--- config.mk ---
export PLATFORM = sky130hd
export DESIGN_NAME = stsi_cell
export DESIGN_NICKNAME = d
export VERILOG_FILES = /design/src/hdl/stsi_pkg.sv /design/src/hdl/stsi_cell.sv
export SDC_FILE = /design/constraint.sdc
export NUM_CORES = 1
export LEC_CHECK = 0
export BUFFER_PORTS_ARGS = -buffer_cell sky130_fd_sc_hd__buf_2
export CORE_AREA = 8 8 81 83
export DETAILED_ROUTE_END_ITERATION = 6
export DIE_AREA = 0 0 89 91
export PLACE_DENSITY = 0.8
export SLEW_MARGIN = 25
export SYNTH_ARGS = -nofsm -noshare
export SYNTH_HDL_FRONTEND = slang
export SYNTH_SLANG_ARGS = --single-unit
export TNS_END_PERCENT = 1
--- constraint.sdc ---
create_clock -name i_clk -period 2.9 [get_ports i_clk]
set_clock_uncertainty 0.1 [all_clocks]
set_input_delay 0.435 -clock i_clk [delete_from_list [all_inputs] [get_ports i_clk]]
set_output_delay 0.435 -clock i_clk [all_outputs]
set_load 0.01 [all_outputs]
--- src/hdl/stsi_pkg.sv ---
`default_nettype none

package stsi_pkg;

    // Default table depth and the fixed widths of the transaction fields.
    localparam int TABLE_DEPTH_DEF = 128;
    localparam int KEY_W           = 32;
    localparam int POS_W           = 7;
    localparam int CNT_W           = 8;

    typedef enum logic [0:0] {
        ST_IDLE,
        ST_UPDATE
    } t_state;

    // Control broadcast from the top level to every cell.
    typedef struct packed {
        logic cmp_en;  // compare the incoming key and latch the flags
        logic wr_en;   // apply the insert step along the row
    } t_cell_ctl;

    // Flags that each cell latches when it compares.
    typedef struct packed {
        logic upper;   // entry is empty or not below the key
        logic eq;      // entry is valid and equal to the key
    } t_cell_flags;

    typedef struct packed {
        logic             found;
        logic [POS_W-1:0] position;
        logic             inserted;
        logic             table_full;
        logic [CNT_W-1:0] entries_now;
    } t_result;

endpackage

`default_nettype wire

--- src/hdl/stsi_cell.sv ---
`default_nettype none

module stsi_cell
    import stsi_pkg::*;
(
    input  wire logic                    i_clk,
    input  wire t_cell_ctl               i_ctl,
    input  wire logic                    i_valid,
    input  wire logic signed [KEY_W-1:0] i_cmp_key,
    input  wire logic signed [KEY_W-1:0] i_ins_key,
    input  wire logic signed [KEY_W-1:0] i_prev_entry,
    input  wire logic                    i_prev_upper,
    output logic signed [KEY_W-1:0]      o_entry,
    output t_cell_flags                  o_flags
);

    logic signed [KEY_W-1:0] r_entry;
    t_cell_flags             r_flags;

    always_ff @(posedge i_clk) begin
        if (i_ctl.cmp_en) begin
            r_flags.upper <= !i_valid || !(r_entry < i_cmp_key);
            r_flags.eq    <= i_valid && (r_entry == i_cmp_key);
        end
        // A cell at or above the insertion point takes the key if its lower
        // neighbour stays put, and otherwise takes the neighbour's entry.
        if (i_ctl.wr_en && r_flags.upper) begin
            r_entry <= i_prev_upper ? i_prev_entry : i_ins_key;
        end
    end

    assign o_entry = r_entry;
    assign o_flags = r_flags;

endmodule

`default_nettype wire

; ---- Word level (Yosys, flattened, before mapping)
; Cells that the tools add are included.
[word_totals]
output_inout_bits = 34
regBits = 34
in_bits = 101
elab_cells = 11
[op_classes]
n_lt_le_gt_ge = 1
n_reduce_logical = 5
n_eq_ne = 1
mux = 1
[ops]
columns = operator, n
row1 = $eq 32x32->1, 1
row2 = $lt 32x32->1, 1
row3 = $mux 32, 1
row4 = $logic_and 1x1->1, 2
row5 = $logic_not 1->1, 2
row6 = $logic_or 1x1->1, 1

; ---- Longest topological paths before layout
; Gate-level depths: netlist of run 1.
[logic_depth]
ltp_word = 3
ltp_mapped = 8

; ---- Worst setup path before layout of run 1
; OpenSTA, ideal clock, no wires.
[synth_timing]
path_kind = input to register
start = in i_cmp_key[14]
end = reg r_flags, in the netlist o_flags[1] (data pin)
arrival_time_ns = 1.782
setup_ns = 0.262
path_slack_ns = 0.756
stages = 7
cell_sequence = inv_1 ha_1 nand4_1 nor4_1 a22oi_1 a21oi_1 mux2_1
[synth_between]
elab_chain_len = 3
[synth_lines]
columns = element, line
row1 = start: declaration, stsi_cell.sv:9  ; input wire logic signed [KEY_W-1:0] i_cmp_key,
row2 = $lt 32x32->1, stsi_cell.sv:22  ; r_flags.upper <= !i_valid || !(r_entry < i_cmp_key);
row3 = $logic_not 1->1, stsi_cell.sv:22
row4 = $logic_or 1x1->1, stsi_cell.sv:22
row5 = end: declaration, stsi_cell.sv:18  ; t_cell_flags r_flags;
; Every way passes these cells.
; A chain may end at the register's enable or synchronous reset.

; ---- Final worst setup path of run 1
[layout_timing]
start = reg r_entry[14] (netlist: o_entry[14])
end = reg r_flags, in the netlist o_flags[1] (data pin)
[layout_between]
elab_chain_len = 3
[layout_lines]
columns = element, line
row1 = start: declaration, stsi_cell.sv:17  ; logic signed [KEY_W-1:0] r_entry;
row2 = start signal: assignment, stsi_cell.sv:28  ; r_entry <= i_prev_upper ? i_prev_entry : i_ins_key;
row3 = $lt 32x32->1, stsi_cell.sv:22
row4 = $logic_not 1->1, stsi_cell.sv:22
row5 = $logic_or 1x1->1, stsi_cell.sv:22
; Every way passes these cells.

==> results of run 1 <==
per-layer routing:
| metal | global-route usage (%) | vias up | part of all wire [%] |
|---|---|---|---|
| met5 | 0 | - | 0 |
| met1 | 15.36 | 868 | 35 |
| met4 | 6.519 | 0 | 1.9 |
| li1 | - | 958 | - |
| met2 | 29.38 | 59 | 56 |
| met3 | 3.153 | 8 | 6.2 |
worst max-delay path, cell delays in order (launching register included):
cell and delay [ns]:
edfxtp_1 0.39, ha_1 0.33, nand4_1 0.18, nor4_1 0.47
a22oi_1 0.13, a21oi_1 0.17, mux2_1 0.32
metrics by stage:
step	setup WS [ns]	util, %	hold slack [ns]
2_1_floorplan	0.7557	-	0.4475
3_3_place_gp	0.3718	55.72	0.5611
3_5_place_dp	0.3814	55.72	0.5591
4_1_cts	0.5208	57.24	0.2640
5_1_grt	0.3739	57.24	0.2638
6_report	0.5584	57.24	0.2733
worst max path at each step:
| stage | startpoint | depth (start not counted) | endpoint | slack [ns] |
|---|---|---|---|---|
| 6_report | o_entry[14] | 6 | o_flags[1] | 0.56 |
| 5_1_grt | o_entry[14] | 6 | o_flags[1] | 0.37 |
| 4_1_cts | o_entry[14] | 6 | o_flags[1] | 0.52 |
| 3_5_place_dp | i_cmp_key[14] | 8 | o_flags[1] | 0.38 |
| 3_3_place_gp | i_cmp_key[14] | 8 | o_flags[1] | 0.37 |
| 2_1_floorplan | i_cmp_key[14] | 7 | o_flags[1] | 0.76 |
registers in the layout (all words and copies together), names as in the netlist:
| register | count |
|---|---|
| o_flags | 2 |
| o_entry | 32 |
cells in the final DEF (no fill, tap or decap):
| cell | synthesis | final |
|---|---|---|
| buf_2 | 3 | 134 |
| inv_1 | 34 | 34 |
| edfxtp_1 | 34 | 34 |
| mux2_2 | 32 | 32 |
| ha_1 | 32 | 32 |
| a21oi_1 | 16 | 16 |
| nand2_1 | 8 | 8 |
| nand4_1 | 6 | 6 |
| o21ai_0 | 5 | 5 |
| clkbuf_8 | 0 | 5 |
| nand3_1 | 3 | 3 |
| o21a_1 | 2 | 2 |
| a21o_1 | 2 | 2 |
| nor2_1 | 2 | 2 |
| nor4_1 | 2 | 2 |
| nand3b_1 | 1 | 1 |
| nand2b_1 | 1 | 1 |
| a22oi_1 | 1 | 1 |
| a2111oi_2 | 1 | 1 |
| mux2_1 | 1 | 1 |
| nor3_1 | 1 | 1 |
| and2_1 | 1 | 1 |
| clkinv_1 | 0 | 1 |
| clkinv_2 | 0 | 1 |
| clkbuf_1 | 1 | 1 |
| buf_4 | 0 | 1 |
layout make-up:
class / instances / area (um^2) / share of cell area (%)
clock buffer: 6 / 72.57 / 2.375
clock inverter: 2 / 8.758 / 0.2867
inverter: 34 / 127.6 / 4.177
multi-input combinational: 117 / 1057 / 34.60
sequential: 34 / 1021 / 33.42
tap: 72 / 90.09 / 2.948
timing repair buffer: 135 / 678.2 / 22.19
power groups by stage:
stage | combinational (mW) | sequential, mW | clock (mW)
6_report | 0.288 | 0.601 | 0.325
2_1_floorplan | 0.141 | 0.627 | 0
4_1_cts | 0.292 | 0.602 | 0.343
5_1_grt | 0.323 | 0.606 | 0.359
3_3_place_gp | 0.278 | 0.611 | 0
3_5_place_dp | 0.290 | 0.613 | 0
cells by family after synthesis:
| kind of cell | count (synthesis) |
|---|---|
| muxes | 33 |
| AOI/OAI and AO/OA | 27 |
| buffers and inverters | 38 |
| and+or+nand+nor | 25 |
| adders and majority gates | 32 |
| DFF | 34 |
==> flow_metrics.env, run 1 <==
export IMPL_synth_area_leaders="edfxtp_1, ha_1, mux2_2, inv_1, a21oi_1"
export IMPL_dr_first_iter_drc_count=53
export IMPL_ys_flop_type="edfxtp_1"
export IMPL_rsz0062_at_grt="false"
export IMPL_setup_worst_path_end_class="register"
export IMPL_initial_core_util_pct=41.68
export IMPL_fp_coreArea_um2=5338
export IMPL_dieArea_um2=8099
export IMPL_finalHoldViolations=0
export IMPL_wl_per_cell_um=15.49
export IMPL_r2r_end="o_flags[1]"
export IMPL_n_fill_cell=489
export IMPL_pwr_share_clk_pct=26.8
export IMPL_synth_top_cell_by_area="edfxtp_1"
export IMPL_diodes=0
export IMPL_slew_viol_final=0
export IMPL_ir_worst_vdd_uv=261.7
export IMPL_r2r_slack_ns=0.56
export IMPL_cp_max_fo=3
export IMPL_start_kind="register"
export IMPL_clock_latency_ns=0.28
export IMPL_synth_edf_count=34
export IMPL_intPower_uw=900.2
export IMPL_grt_antenna_before_repair=0
export IMPL_synth_compound_area_share_pct=7.087
export IMPL_row_count=27
export IMPL_dp_hpwl_um=5237
export IMPL_drc=0
export IMPL_die_h_um=91
export IMPL_numCtsBuffers=5
export IMPL_grt_overflow=0
export IMPL_combPwrFrac_pct=23.7
export IMPL_cts_hold_buf=0
export IMPL_rr_worst_depth=6
export IMPL_cp_arrival_ns=2.27
export IMPL_die_w_um=89
export IMPL_cts_setup_buffers=0
export IMPL_ys_seq_area_share_pct=45.89
export IMPL_dr_pass1_iters=3
export IMPL_synth_xor_area_share_pct=0
export IMPL_r2r_start="o_entry[14]"
export IMPL_synthArstFlopShare_pct=0
export IMPL_fin_area_um2=3055
export IMPL_port_buffers=134
export IMPL_setup_violations=0
export IMPL_placedCellCount=392
export IMPL_place_congestion=0.8364
export IMPL_path_clk_slew_ns=0.07
export IMPL_yosysTopAreaCellShare_pct=45.89
export IMPL_p_seq_share_pct=49.5
export IMPL_hp_class="in2reg"
export IMPL_grt_pass1_wl_um=9798
export IMPL_area_growth_pct=37.35
export IMPL_viasPerCell=4.733
export IMPL_placed_area_um2=2974
export IMPL_netlist_instances=189
export IMPL_ys_warn_count=0
export IMPL_power_total_mw=1.214
export IMPL_setup_tns_final_ns=0
export IMPL_period_share_pct=80.74
export IMPL_syn_area_um2=2225
export IMPL_final_cells=400
export IMPL_fmax_ghz=0.4271
export IMPL_grt_use_total_pct=15.43
export IMPL_synth_commonest_cells="edfxtp_1, inv_1, ha_1, mux2_2, a21oi_1"
export IMPL_relSlewSlack_pct=51.10
export IMPL_p_per_area_nw_per_um2=397.3
export IMPL_htreeDepth=2
export IMPL_critPathKind="reg2reg"
export IMPL_whs_path_depth=1
export IMPL_grt_pass1_vias=2199
export IMPL_yosys_area_share_simple_pct=5.737
export IMPL_io_pins=135
export IMPL_synth_fa_ha_area_share_pct=18.00
export IMPL_synthMuxAreaShare_pct=16.70
export IMPL_syn_num_nets=322
export IMPL_fin_crit_ns=2.342
export IMPL_drtAntennaViolNets=0
export IMPL_dr_total_vias=1893
export IMPL_worstHoldStart="i_ctl[1]"
export IMPL_min_to="o_flags[0]"
export IMPL_status="finished clean"
export IMPL_cts_root_buf="clkbuf_8"
export IMPL_cts_sinks=34
export IMPL_swShare_pct=25.84
export IMPL_drv_cap=0
export IMPL_clock_path_buffers=2
export IMPL_nNetsFinal=460
export IMPL_worst_pin_slew_ns=0.7335
export IMPL_synth_top_family_by_area="adder cells"
export IMPL_worstPathRequired_ns=2.83
export IMPL_syn_area_per_cell_um2=11.77
export IMPL_switching_power_uw=313.7
export IMPL_wirelength_um=6194
export IMPL_ctsResizeCount=0
export IMPL_synth_cell_types=22
export IMPL_grt_start_max_net_pins=33
export IMPL_ys_ff_latch=34
export IMPL_drive_gt1_share_pct=53.05
export IMPL_p_leak_nw=1.544
export IMPL_cts_tree="built"
Power figures use the tool's default switching activity.
==> inputs of run 2 (changes only) <==
--- a/config.mk
+++ b/config.mk
@@ -6,10 +6,10 @@
 export NUM_CORES = 1
 export LEC_CHECK = 0
 export BUFFER_PORTS_ARGS = -buffer_cell sky130_fd_sc_hd__buf_2
-export CORE_AREA = 8 8 81 83
+export CORE_AREA = 8 8 85 87
 export DETAILED_ROUTE_END_ITERATION = 6
-export DIE_AREA = 0 0 89 91
-export PLACE_DENSITY = 0.8
+export DIE_AREA = 0 0 93 95
+export PLACE_DENSITY = 0.76
 export SLEW_MARGIN = 25
 export SYNTH_ARGS = -nofsm -noshare
 export SYNTH_HDL_FRONTEND = slang
==> constraint.sdc (replaced) <==
create_clock -name i_clk -period 2 [get_ports i_clk]
set_clock_uncertainty 0.1 [all_clocks]
set_input_delay 0.3 -clock i_clk [delete_from_list [all_inputs] [get_ports i_clk]]
set_output_delay 0.3 -clock i_clk [all_outputs]
set_load 0.01 [all_outputs]
==> run 2 against run 1 <==
First-iteration DRC count fell by 43%; non-clock buffer count grew 15; the flow now finishes with violations (setup timing); worst setup slack got worse by 0.76 ns; clock-buffer cell count increased by 1; hold slack worse by 0.11 ns; critical endpoint unchanged; register-to-register slack worse by 0.76 ns; largest cell class unchanged; via count is 3.9% higher; final area grew 5.7%; clock power is 44% higher; utilization decreased by 1.7 points; combinational power rose by 61%.
==> flow_metrics.env, run 2 (synthesis gave the netlist of run 1 again) <==
export IMPL_timing_critical_path_cells="ha_1 > nand4_1 > nor4_1 > buf_4 > nor2_1 > a21oi_1 > mux2_1"
export IMPL_drc=0
export IMPL_die_w_um=93
export IMPL_die_h_um=95
export IMPL_diodes=0
export IMPL_setup_worst_path_end_class="register"
export IMPL_cp_max_fo=2
export IMPL_relSlewSlack_pct=81.39
export IMPL_row_count=28
export IMPL_hp_class="in2reg"
export IMPL_cts_sinks=34
export IMPL_grt_overflow=0
export IMPL_layout_common_cells="buf_2, inv_1, edfxtp_1"
export IMPL_critPathKind="reg2reg"
export IMPL_worstPathRequired_ns=1.93
export IMPL_fp_coreArea_um2=5816
export IMPL_worst_pin_slew_ns=0.2768
export IMPL_grt_pass1_vias=2140
export IMPL_wl_per_cell_um=15.28
export IMPL_slowest_stage="edfxtp_1"
export IMPL_cp_arrival_ns=2.13
export IMPL_drive_gt1_share_pct=56.14
export IMPL_final_common_cell="buf_2"
export IMPL_dp_hpwl_um=5510
export IMPL_final_cells=417
export IMPL_dr_pass1_iters=4
export IMPL_largest_register_ff_count=32
export IMPL_drv_cap=0
export IMPL_viasPerCell=4.715
export IMPL_htreeDepth=2
export IMPL_cts_hold_buf=0
export IMPL_dr_first_iter_drc_count=30
export IMPL_finalHoldViolations=0
export IMPL_dr_total_vias=1966
export IMPL_grt_pass1_wl_um=9915
export IMPL_drtAntennaViolNets=0
export IMPL_violations="setup timing"
export IMPL_ir_worst_vdd_uv=364.3
export IMPL_path_clk_slew_ns=0.07
export IMPL_rsz0062_at_grt="true"
export IMPL_dieArea_um2=8835
export IMPL_placedCellCount=409
export IMPL_status="finished with violations"
export IMPL_slew_viol_final=0
export IMPL_p_per_area_nw_per_um2=558.8
export IMPL_grt_antenna_before_repair=0
export IMPL_fin_crit_ns=2.205
export IMPL_io_pins=135
export IMPL_area_growth_pct=45.11
export IMPL_fmax_ghz=0.4534
export IMPL_start_kind="register"
export IMPL_setup_violations=1
export IMPL_finish_utilization_pct=55.51
export IMPL_period_share_pct=110.3
export IMPL_port_buffers=134
export IMPL_grt_start_max_net_pins=33
export IMPL_nNetsFinal=475
export IMPL_grt_use_total_pct=14.42
export IMPL_initial_core_util_pct=38.25
export IMPL_numCtsBuffers=5
export IMPL_cts_tree="built"
export IMPL_cts_root_buf="clkbuf_8"
export IMPL_max_stage_delay_ns=0.40
export IMPL_finalWorstSetupSlack_ns=-0.2055
export IMPL_wirelength_um=6372
export IMPL_place_congestion=0.7571
export IMPL_p_leak_nw=1.619
export IMPL_clock_latency_ns=0.28
export IMPL_clock_path_buffers=2
run 2: metrics by stage:
step / setup TNS, ns / hold slack, ns / power [mW] / instance area [um^2] / setup WS [ns]
2_1_floorplan: -0.06155 / 0.3125 / 1.118 / 2243 / -0.06155
6_report: -0.2055 / 0.1591 / 1.804 / 3228 / -0.2055
3_5_place_dp: -0.2227 / 0.4436 / 1.351 / 3114 / -0.2227
3_3_place_gp: -0.1793 / 0.4450 / 1.331 / 3114 / -0.1793
4_1_cts: -0.2066 / 0.1503 / 1.822 / 3198 / -0.2066
5_1_grt: -0.3009 / 0.1455 / 1.909 / 3228 / -0.3009
run 2: cell type report:
cell class	instances	area [um^2]
sequential	34	1021
clock buffer	7	76.32
multi-input combinational	117	1106
inverter	34	127.6
tap	75	93.84
timing repair buffer	150	803.3
fill	545	2587
run 2: worst max-delay path: cells and delay by family, from the launching register on:
kind,cells,cell delay [ns]
AND/OR/NAND/NOR,3,0.51
flip-flops,1,0.40
multiplexers,1,0.33
adder cells (fa/ha/maj),1,0.32
buffers and inverters,1,0.16
AO/OA/AOI/OAI,1,0.13
run 2: worst paths after layout:
kind	slack [ns]	depth (start not counted)	startpoint	end
worst max register to register	-0.21	7	o_entry[17]	o_flags[1]
worst min register to register	0.70	3	o_entry[1]	o_flags[0]
worst max-delay path	-0.21	7	o_entry[17]	o_flags[1]
worst min-delay path	0.16	1	i_ctl[1]	o_flags[0]
run 2: repair_timing:
action,4_1_cts,5_1_grt
resized for setup,0,3
setup endpoints to repair,1,2
setup buffers,1,0
pin swaps,3,4
cloned,0,0
hold endpoints to repair,0,0
run 2: routing by layer:
metal / track usage (%) / vias up / share of wire [%]
met4: 5.772 / 0 / 1.8
met2: 27.10 / 68 / 54
met3: 5.317 / 7 / 8.3
li1: - / 986 / -
met5: 0 / - / 0
met1: 13.97 / 905 / 36
run 2: power breakdown:
group / switching (mW) / internal [mW]
Combinational: 0.212 / 0.253
Sequential: 0.0250 / 0.848
Clock: 0.227 / 0.239
Total: 0.464 / 1.34
==> inputs of run 3 (changes only) <==
--- a/config.mk
+++ b/config.mk
@@ -5,6 +5,7 @@
 export SDC_FILE = /design/constraint.sdc
 export NUM_CORES = 1
 export LEC_CHECK = 0
+export ABC_CLOCK_PERIOD_IN_PS = 2000
 export BUFFER_PORTS_ARGS = -buffer_cell sky130_fd_sc_hd__buf_2
 export CORE_AREA = 8 8 85 87
 export DETAILED_ROUTE_END_ITERATION = 6
==> constraint.sdc (replaced) <==
create_clock -name i_clk -period 2 [get_ports i_clk]
set_clock_uncertainty 0.1 [all_clocks]
set_input_delay 0.3 -clock i_clk [delete_from_list [all_inputs] [get_ports i_clk]]
set_output_delay 0.3 -clock i_clk [all_outputs]
set_load 0.05 [all_outputs]
==> run 3 against run 2 <==
The flow still finishes with violations (setup timing); global-route usage decreased by 0.15 points; register-to-register slack improved by 0.04 ns; highest routed layer unchanged; largest power group unchanged; critical endpoint unchanged; combinational power increased by 32%; critical path depth decreased by 1; sequential power about the same; clock power increased by 30%; clock-buffer cell count unchanged; first-iteration DRC count increased by 140%.
==> flow_metrics.env, run 3 (synthesis gave the netlist of run 1 again) <==
export IMPL_hp_class="in2reg"
export IMPL_grt_overflow=0
export IMPL_worstPathRequired_ns=1.94
export IMPL_largest_register_ff_count=32
export IMPL_drtAntennaViolNets=0
export IMPL_clock_path_buffers=2
export IMPL_port_buffers=134
export IMPL_p_per_area_nw_per_um2=629.7
export IMPL_numCtsBuffers=5
export IMPL_final_common_cell="buf_2"
export IMPL_whs_path_depth=1
export IMPL_start_kind="register"
export IMPL_ir_worst_vdd_uv=450.1
export IMPL_crit_end="o_flags[1]"
export IMPL_cts_root_buf="clkbuf_8"
export IMPL_grt_start_max_net_pins=33
export IMPL_status="finished with violations"
export IMPL_r2r_slack_ns=-0.16
export IMPL_area_growth_pct=49.33
export IMPL_grt_pass1_wl_um=9901
export IMPL_n_fill_cell=532
export IMPL_nNetsFinal=478
export IMPL_drive_gt1_share_pct=58.67
export IMPL_setup_violations=1
export IMPL_fin_crit_ns=2.165
export IMPL_critPathKind="reg2reg"
export IMPL_drv_cap=0
export IMPL_crit_path_start="o_entry[14]"
export IMPL_violations="setup timing"
export IMPL_power_total_mw=2.092
export IMPL_cts_tree="built"
export IMPL_cp_max_fo=3
export IMPL_initial_core_util_pct=38.25
export IMPL_place_congestion=0.7492
export IMPL_path_clk_slew_ns=0.07
export IMPL_rsz0062_at_grt="true"
export IMPL_finalHoldViolations=0
export IMPL_grt_pass1_vias=2148
export IMPL_rr_worst_depth=6
export IMPL_finalWorstSetupSlack_ns=-0.1646
export IMPL_layout_common_cells="buf_2, inv_1, edfxtp_1"
export IMPL_dp_hpwl_um=5444
export IMPL_wl_per_cell_um=15.14
export IMPL_row_count=28
export IMPL_setup_worst_path_end_class="register"
export IMPL_finish_utilization_pct=57.12
export IMPL_p_leak_nw=1.652
export IMPL_fmax_ghz=0.4620
export IMPL_worst_pin_slew_ns=0.4000
export IMPL_slew_viol_final=0
export IMPL_dr_total_vias=1939
export IMPL_dr_first_iter_drc_count=71
export IMPL_dieArea_um2=8835
export IMPL_htreeDepth=2
export IMPL_fin_area_um2=3322
export IMPL_diodes=0
export IMPL_viasPerCell=4.606
export IMPL_placed_area_um2=3119
export IMPL_r2r_end="o_flags[1]"
export IMPL_cp_arrival_ns=2.10
export IMPL_clock_latency_ns=0.28
export IMPL_relSlewSlack_pct=73.28
export IMPL_grt_antenna_before_repair=0
export IMPL_period_share_pct=108.2
export IMPL_io_pins=135
export IMPL_die_h_um=95
export IMPL_grt_use_total_pct=14.26
export IMPL_dr_pass1_iters=6
export IMPL_cts_hold_buf=0
export IMPL_drc=0
export IMPL_r2r_start="o_entry[14]"
export IMPL_cts_sinks=34
export IMPL_final_cells=421
export IMPL_wirelength_um=6373
export IMPL_placedCellCount=408
export IMPL_fp_coreArea_um2=5816
export IMPL_die_w_um=93
## run 3: worst max-delay path: stages (launching register included)
cell      delay [ns]
edfxtp_1        0.44
ha_4            0.30
nand4_1         0.22
nor4_2          0.25
a22oi_1         0.14
a21oi_2         0.16
mux2_4          0.30
## run 3: through the flow
stage | hold slack [ns] | setup slack (ns) | setup TNS [ns]
finish | 0.1493 | -0.1646 | -0.1646
global route | 0.1407 | -0.2838 | -0.2877
CTS | 0.1456 | -0.1974 | -0.1974
global placement | 0.4456 | -0.1538 | -0.1538
floorplan | 0.3125 | -0.3050 | -0.3050
detailed placement | 0.4408 | -0.1914 | -0.1914
## run 3: how the worst min path moves through the flow
stage / slack, ns / start / to
after global placement: 0.45 / i_ctl[1] / o_flags[0]
after CTS: 0.15 / i_ctl[1] / o_flags[0]
after floorplan: 0.31 / i_ctl[1] / o_flags[0]
final: 0.15 / i_ctl[1] / o_flags[0]
after detailed placement: 0.44 / i_ctl[1] / o_flags[0]
after global routing: 0.14 / i_ctl[1] / o_flags[0]
## run 3: final cells by class
type | instances | area [um^2] | share of cell area, %
clock buffers | 7 | 76.32 | 2.298
clock inverters | 1 | 30.03 | 0.9040
inverters | 34 | 127.6 | 3.842
multi-input cells | 117 | 1147 | 34.54
flip-flops and latches | 34 | 1021 | 30.73
well taps | 75 | 93.84 | 2.825
repair buffers | 153 | 825.8 | 24.86
## run 3: metal layers
| metal | part of all wire [%] | wire length (um) | GRT usage [%] |
|---|---|---|---|
| met1 | 36 | 2289 | 14.02 |
| met2 | 55 | 3523 | 26.80 |
| met3 | 7.8 | 495 | 5.476 |
| met4 | 1.0 | 64 | 4.832 |
| met5 | 0 | 0 | 0 |
## run 3: repair_timing
action                     4_1_cts  5_1_grt
setup endpoints to repair        1        1
pin swaps                        0        9
setup buffers                    0        5
resized for setup                0        8
## run 3: where the power goes
part / leakage, nW / internal, mW / switching [mW] / total (mW)
clock: 0.0524 / 0.373 / 0.234 / 0.606
sequential: 0.326 / 0.848 / 0.0262 / 0.874
combinational: 1.27 / 0.260 / 0.352 / 0.612
total: 1.65 / 1.48 / 0.612 / 2.09
